$ cat src/sv/qpsk_costas_carrier_sync_core_assert.svh
// ----------------------------------------------------------------------------
// QPSK Costas loop core - assertion macros
// Concurrent assertion wrappers, compiled out when ASSERT_OFF is set.
// ----------------------------------------------------------------------------
`ifndef QPSK_COSTAS_CARRIER_SYNC_CORE_ASSERT_SVH
`define QPSK_COSTAS_CARRIER_SYNC_CORE_ASSERT_SVH

`ifndef ASSERT_OFF
// property must hold at every clock edge outside reset
`define QCS_ASSERT(lbl, clk, rstn, prop) \
  lbl: assert property (@(posedge clk) disable iff (!rstn) prop) \
    else $error("qcs assertion failed");
// condition must never be true outside reset
`define QCS_ASSERT_NEVER(lbl, clk, rstn, cond) \
  lbl: assert property (@(posedge clk) disable iff (!rstn) !(cond)) \
    else $error("qcs forbidden condition seen");
`else
`define QCS_ASSERT(lbl, clk, rstn, prop)
`define QCS_ASSERT_NEVER(lbl, clk, rstn, cond)
`endif

`endif

$ cat src/sv/qcs_pkg.sv
`timescale 1ns / 1ps
// ----------------------------------------------------------------------------
// QPSK Costas loop - package
// Widths, sine table, controller states and command bundle.
// ----------------------------------------------------------------------------
package qcs_pkg;

  localparam int SAMPLE_W = 16;
  localparam int PHASE_W  = 32;
  localparam int LUT_AW   = 10;
  localparam int GAIN_W   = 31;
  localparam int REG_IDX_W = 1;

  localparam int COEF_W   = 17;                 // table value in [-32768, 32768]
  localparam int QIDX_W   = LUT_AW - 1;         // indexes 0 .. QTR
  localparam int QTR      = 1 << (LUT_AW - 2);
  localparam int PROD_W   = SAMPLE_W + COEF_W;
  localparam int SUM_W    = PROD_W + 1;
  localparam int RSH_W    = SUM_W - 15;
  localparam int ERR_W    = SAMPLE_W + 2;
  localparam int GPROD_W  = ERR_W + GAIN_W + 1;

  localparam logic [63:0] HALF_PI_Q30 = 64'd1686629713;

  typedef enum logic [REG_IDX_W-1:0] {
    REG_ALPHA = 1'b0,
    REG_BETA  = 1'b1
  } reg_idx_e;

  typedef enum logic [2:0] {
    ST_IDLE,
    ST_LUT,
    ST_MUL,
    ST_ROT,
    ST_GAIN,
    ST_UPD
  } state_e;

  typedef struct packed {
    logic load_in;
    logic clear;
    logic lut_en;
    logic mul_en;
    logic rot_en;
    logic gain_en;
    logic commit;
  } cmd_t;

  typedef logic [COEF_W-1:0] qtr_tbl_t [0:QTR];

  // quarter-wave sine, Q15, from an integer Taylor series in Q30
  function automatic qtr_tbl_t build_qtr();
    qtr_tbl_t    tbl;
    logic [63:0] x;
    logic [63:0] term;
    logic [63:0] sum;
    logic [63:0] v;
    for (int r = 0; r <= QTR; r++) begin
      x    = (64'(r) * HALF_PI_Q30) >> (LUT_AW - 2);
      term = x;
      sum  = x;
      for (int n = 1; n <= 8; n++) begin
        term = (term * x) >> 30;
        term = (term * x) >> 30;
        term = term / 64'((2 * n) * (2 * n + 1));
        if ((n % 2) == 1) begin
          sum = (sum >= term) ? sum - term : 64'd0;
        end else begin
          sum = sum + term;
        end
      end
      v = (sum + 64'd16384) >> 15;
      if (v > 64'd32768) begin
        v = 64'd32768;
      end
      tbl[r] = COEF_W'(v);
    end
    return tbl;
  endfunction

  localparam qtr_tbl_t QTR_TBL = build_qtr();

  function automatic logic signed [COEF_W-1:0] sin_at(input logic [LUT_AW-1:0] k);
    logic [QIDX_W-1:0] r;
    logic [QIDX_W-1:0] idx;
    logic [COEF_W-1:0] mag;
    r   = QIDX_W'(k[LUT_AW-3:0]);
    idx = k[LUT_AW-2] ? QIDX_W'(QTR) - r : r;
    mag = QTR_TBL[idx];
    return k[LUT_AW-1] ? -$signed(mag) : $signed(mag);
  endfunction

  function automatic logic signed [SAMPLE_W-1:0] sat_sample(
    input logic signed [RSH_W-1:0] v
  );
    logic signed [RSH_W-1:0] hi;
    logic signed [RSH_W-1:0] lo;
    hi = RSH_W'((64'd1 << (SAMPLE_W - 1)) - 64'd1);
    lo = -hi - RSH_W'(1);
    if (v > hi) begin
      return SAMPLE_W'(hi);
    end else if (v < lo) begin
      return SAMPLE_W'(lo);
    end
    return SAMPLE_W'(v);
  endfunction

endpackage

$ cat src/sv/qcs_ctrl.sv
`timescale 1ns / 1ps
// ----------------------------------------------------------------------------
// QPSK Costas loop - controller
// Sequences one sample beat through table, multiply, rotate, gain and update.
// ----------------------------------------------------------------------------
module qcs_ctrl import qcs_pkg::*; (
  input  logic clk_i,
  input  logic rst_ni,
  input  logic in_valid_i,
  output logic in_ready_o,
  input  logic action_i,
  output logic out_valid_o,
  input  logic out_ready_i,
  output cmd_t cmd_o
);

  state_e state_q, state_d;
  logic   out_valid_q, out_valid_d;
  logic   out_free;

  assign out_free = !out_valid_q || out_ready_i;

  always_ff @(posedge clk_i or negedge rst_ni) begin
    if (!rst_ni) begin
      state_q     <= ST_IDLE;
      out_valid_q <= 1'b0;
    end else begin
      state_q     <= state_d;
      out_valid_q <= out_valid_d;
    end
  end

  always_comb begin
    state_d    = state_q;
    cmd_o      = '0;
    in_ready_o = 1'b0;
    case (state_q)
      ST_IDLE: begin
        in_ready_o = 1'b1;
      end
      ST_LUT: begin
        cmd_o.lut_en = 1'b1;
        state_d      = ST_MUL;
      end
      ST_MUL: begin
        cmd_o.mul_en = 1'b1;
        state_d      = ST_ROT;
      end
      ST_ROT: begin
        cmd_o.rot_en = 1'b1;
        state_d      = ST_GAIN;
      end
      ST_GAIN: begin
        cmd_o.gain_en = 1'b1;
        state_d       = ST_UPD;
      end
      ST_UPD: begin
        if (out_free) begin
          cmd_o.commit = 1'b1;
          in_ready_o   = 1'b1;
          state_d      = ST_IDLE;
        end
      end
      default: begin
        state_d = ST_IDLE;
      end
    endcase
    // a new beat may enter on the commit cycle
    if (in_valid_i && in_ready_o) begin
      if (action_i) begin
        cmd_o.clear = 1'b1;
      end else begin
        cmd_o.load_in = 1'b1;
        state_d       = ST_LUT;
      end
    end
  end

  always_comb begin
    out_valid_d = out_valid_q && !out_ready_i;
    if (cmd_o.commit) begin
      out_valid_d = 1'b1;
    end
  end

  assign out_valid_o = out_valid_q;

endmodule

$ cat config.mk
export PLATFORM = sky130hd
export DESIGN_NAME = qcs_ctrl
export DESIGN_NICKNAME = d
export VERILOG_FILES = /design/src/sv/qpsk_costas_carrier_sync_core_assert.svh /design/src/sv/qcs_pkg.sv /design/src/sv/qcs_ctrl.sv
export SDC_FILE = /design/constraint.sdc
export NUM_CORES = 1
export LEC_CHECK = 0
export BUFFER_PORTS_ARGS = -buffer_cell sky130_fd_sc_hd__buf_2
export CAP_MARGIN = 20
export CORE_AREA = 3 3 40 42
export CTS_CLUSTER_DIAMETER = 30
export DETAILED_ROUTE_END_ITERATION = 16
export DIE_AREA = 0 0 43 45
export MAX_ROUTING_LAYER = met4
export SLEW_MARGIN = 20
export SYNTH_ARGS = -nofsm -noshare
export SYNTH_HDL_FRONTEND = slang
export SYNTH_SLANG_ARGS = --single-unit
$ cat constraint.sdc
create_clock -name clk_i -period 2.77 [get_ports clk_i]
set_clock_uncertainty 0.2 [all_clocks]
set_input_delay 0.554 -clock clk_i [delete_from_list [all_inputs] [get_ports clk_i]]
set_output_delay 0.554 -clock clk_i [all_outputs]
set_load 0.02 [all_outputs]
==> flow_metrics.env <==
export IMPL_grt_max_degree=10
export IMPL_crit_fanout=9
export IMPL_drv_slew=0
export IMPL_rsz0062_at_grt="false"
export IMPL_muxShareOfSynthArea_pct=0
export IMPL_seqPwrFrac_pct=29.5
export IMPL_drc=0
export IMPL_fin_tns_setup_ps=0
export IMPL_cp_data_required_time_ps=2020
export IMPL_synth_xor_area_share_pct=0
export IMPL_clk_path_buf_depth=2
export IMPL_hold_path_class="reg -> reg"
export IMPL_power_leakage_nw=0.185
export IMPL_synthAdderAreaFrac_pct=0
export IMPL_drt_first_pass_iters=3
export IMPL_path_buf_inv=1
export IMPL_cp_slowest_cell="dfrtp_1"
export IMPL_synth_seq_cells=4
export IMPL_antennaDiodeCount=0
export IMPL_cts_sinks=4
export IMPL_fmax_mhz=481
export IMPL_cp_cell_sequence="and2_1, a21oi_2, nor3_1, buf_2"
export IMPL_fin_nets=53
export IMPL_syn_avg_cell_area_um2=7.88
export IMPL_min_from="out_valid_o$_DFF_PN0_"
export IMPL_synth_top_family_by_area="simple AND/OR/NAND/NOR gates"
export IMPL_r2r_setup_slack_ps=1570
export IMPL_drt_iter0_markers=2
export IMPL_tightest_slew_ps=257
export IMPL_overflow=0
export IMPL_setup_viol=0
export IMPL_setup_slack_ps=692
export IMPL_grt_pass1_vias=257
export IMPL_wl_um=570
export IMPL_layout_drive_gt1_share_pct=39.1
export IMPL_final_hold_viol_count=0
export IMPL_post_route_min_period_ps=2080
export IMPL_r2r_cells=3
export IMPL_numPortBuffers=13
export IMPL_crit_family="flip-flops"
export IMPL_globalRouteTotalUtil_pct=7.75
export IMPL_power_density_nw_per_um2=1200
export IMPL_ys_seq_area_share_pct=42.3
export IMPL_vdd_drop_max_v=0.000476
export IMPL_worstSetupPathType="reg -> out"
export IMPL_final_cell_mix="buf_2, nor2_1, dfrtp_1"
export IMPL_grt_pass1_wl_um=1040
export IMPL_cp_arrival_ps=1320
export IMPL_drt_vias_per_instance=4.16
export IMPL_initial_core_util_pct=18.4
export IMPL_num_vias=254
export IMPL_synth_compound_area_share_pct=18.5
export IMPL_hold_depth=2
export IMPL_cts_tree="done"
export IMPL_critPathMaxStageDelay_ps=470
export IMPL_postRouteAntennaNets=0
export IMPL_slew_headroom_pct=82.8
export IMPL_core_area_um2=1280
export IMPL_cts_htree_levels=1
export IMPL_insertion_delay_ps=230
export IMPL_place_ws_ps=731
export IMPL_end_kind="primary output"
export IMPL_min_to="out_valid_o$_DFF_PN0_"
export IMPL_cts_inserted_buffers=3
export IMPL_comb_power_share_pct=53.3
export IMPL_areaGrowthSynthToFinish_pct=47.1
export IMPL_synth_distinct_cells=15
export IMPL_wl_per_cell_um=9.34
export IMPL_final_common_cell="buf_2"
export IMPL_clkTransAtPathRegs_ps=40
export IMPL_reg2reg_to="state_q[2]$_DFF_PN0_"
export IMPL_critPathLaunchType="flop"
export IMPL_post_route_period_util_pct=75.0
export IMPL_fp_dieW_um=43
export IMPL_die_height_um=45
export IMPL_switching_share_pct=48.0
export IMPL_synthSimpleGateAreaFrac_pct=33.9
export IMPL_maxCapViolations=0
export IMPL_reg2reg_from="state_q[1]$_DFF_PN0_"
export IMPL_power_internal_uw=218
export IMPL_p_clk_share_pct=17.1
export IMPL_dp_hpwl_um=427
export IMPL_cts_root_buf="clkbuf_4"
export IMPL_fp_row_count=13
export IMPL_netlist_instances=30
export IMPL_ys_warn_count=0
export IMPL_power_switching_uw=201
export IMPL_grt_antenna_before_repair=0
export IMPL_die_area_um2=1940
export IMPL_gp_congestion=0.781
export IMPL_outcome="finished, final reports clean"
export IMPL_netlist_area_um2=236
export IMPL_synth_net_count=35
export IMPL_io_pins=14
## cells in the mapped netlist (all sizes together)
cell | instances | area share [%]
a32oi | 1 | 3.7
nor2 | 6 | 9.5
or2 | 1 | 2.6
inv | 2 | 3.2
buf | 1 | 2.1
nand2b | 3 | 7.9
and2 | 1 | 2.6
o21a | 1 | 3.2
nand2 | 3 | 4.8
a21oi | 2 | 5.8
dfrtp | 4 | 42
o21ai | 1 | 2.1
a31o | 1 | 3.7
nor3 | 3 | 6.3
## registers in the layout (all words and copies together) (netlist names)
signal,count
state_q,3
out_valid_o,1
## power by group through the flow
stage	clock [mW]	combinational, mW	sequential, mW
2_1_floorplan	0	0.174	0.109
3_3_place_gp	0	0.225	0.124
6_report	0.0717	0.223	0.124
4_1_cts	0.0749	0.226	0.123
5_1_grt	0.0823	0.251	0.130
3_5_place_dp	0	0.224	0.124
## area by class of cell
cell class / count / area, um2
sequential: 4 / 100
fill: 144 / 937
timing repair buffer: 14 / 75.1
inverter: 2 / 7.51
clock buffer: 3 / 22.5
tap: 15 / 18.8
multi-input combinational: 23 / 124
## stage by stage
step                      power (mW)  utilization (%)  instances  hold WS (ps)  cell area, um2
after detailed placement       0.348             24.5         57           172             315
after floorplan                0.284                -         30          58.4             236
after global routing           0.463             27.1         61           438             348
final                          0.419             27.1         61           389             348
after CTS                      0.424             27.1         61           398             348
after global placement         0.349             24.5         57           170             315
## how the worst max path moves through the flow
stage | from | to | cells past startpoint
floorplan | out_ready_i | cmd_o[5] | 3
global placement | out_ready_i | cmd_o[6] | 5
detailed placement | out_ready_i | cmd_o[5] | 5
CTS | state_q[0]$_DFF_PN0_ | cmd_o[5] | 4
global route | state_q[0]$_DFF_PN0_ | cmd_o[5] | 4
finish | state_q[0]$_DFF_PN0_ | cmd_o[5] | 4
## worst min-delay path: cells and delay by family, from the launching register on
family             cells  cell delay, ps
AOI/OAI and AO/OA      1              90
DFF                    1             330
and+or+nand+nor        1             120
## repair_timing
action | CTS | global route
hold buffers | 1 | 0
setup endpoints to repair | 0 | 0
buffers inserted | 0 | 0
hold endpoints to repair | 4 | 0
resized for setup | 0 | 0
## cell families (layout without fill, tap and decap cells)
kind of cell	Yosys count	count (layout)
flops	4	4
simple gates	17	17
compound gates	6	6
buf+inv	3	19
## layer usage
metal	vias to the layer above	wire (um)	global-route usage (%)
li1	134	-	-
met1	107	279	8.76
met2	13	231	10.8
met3	0	58	4.78
met4	0	0	3.61
met5	-	0	-
Note: power is estimated with default switching activity, not from simulation.
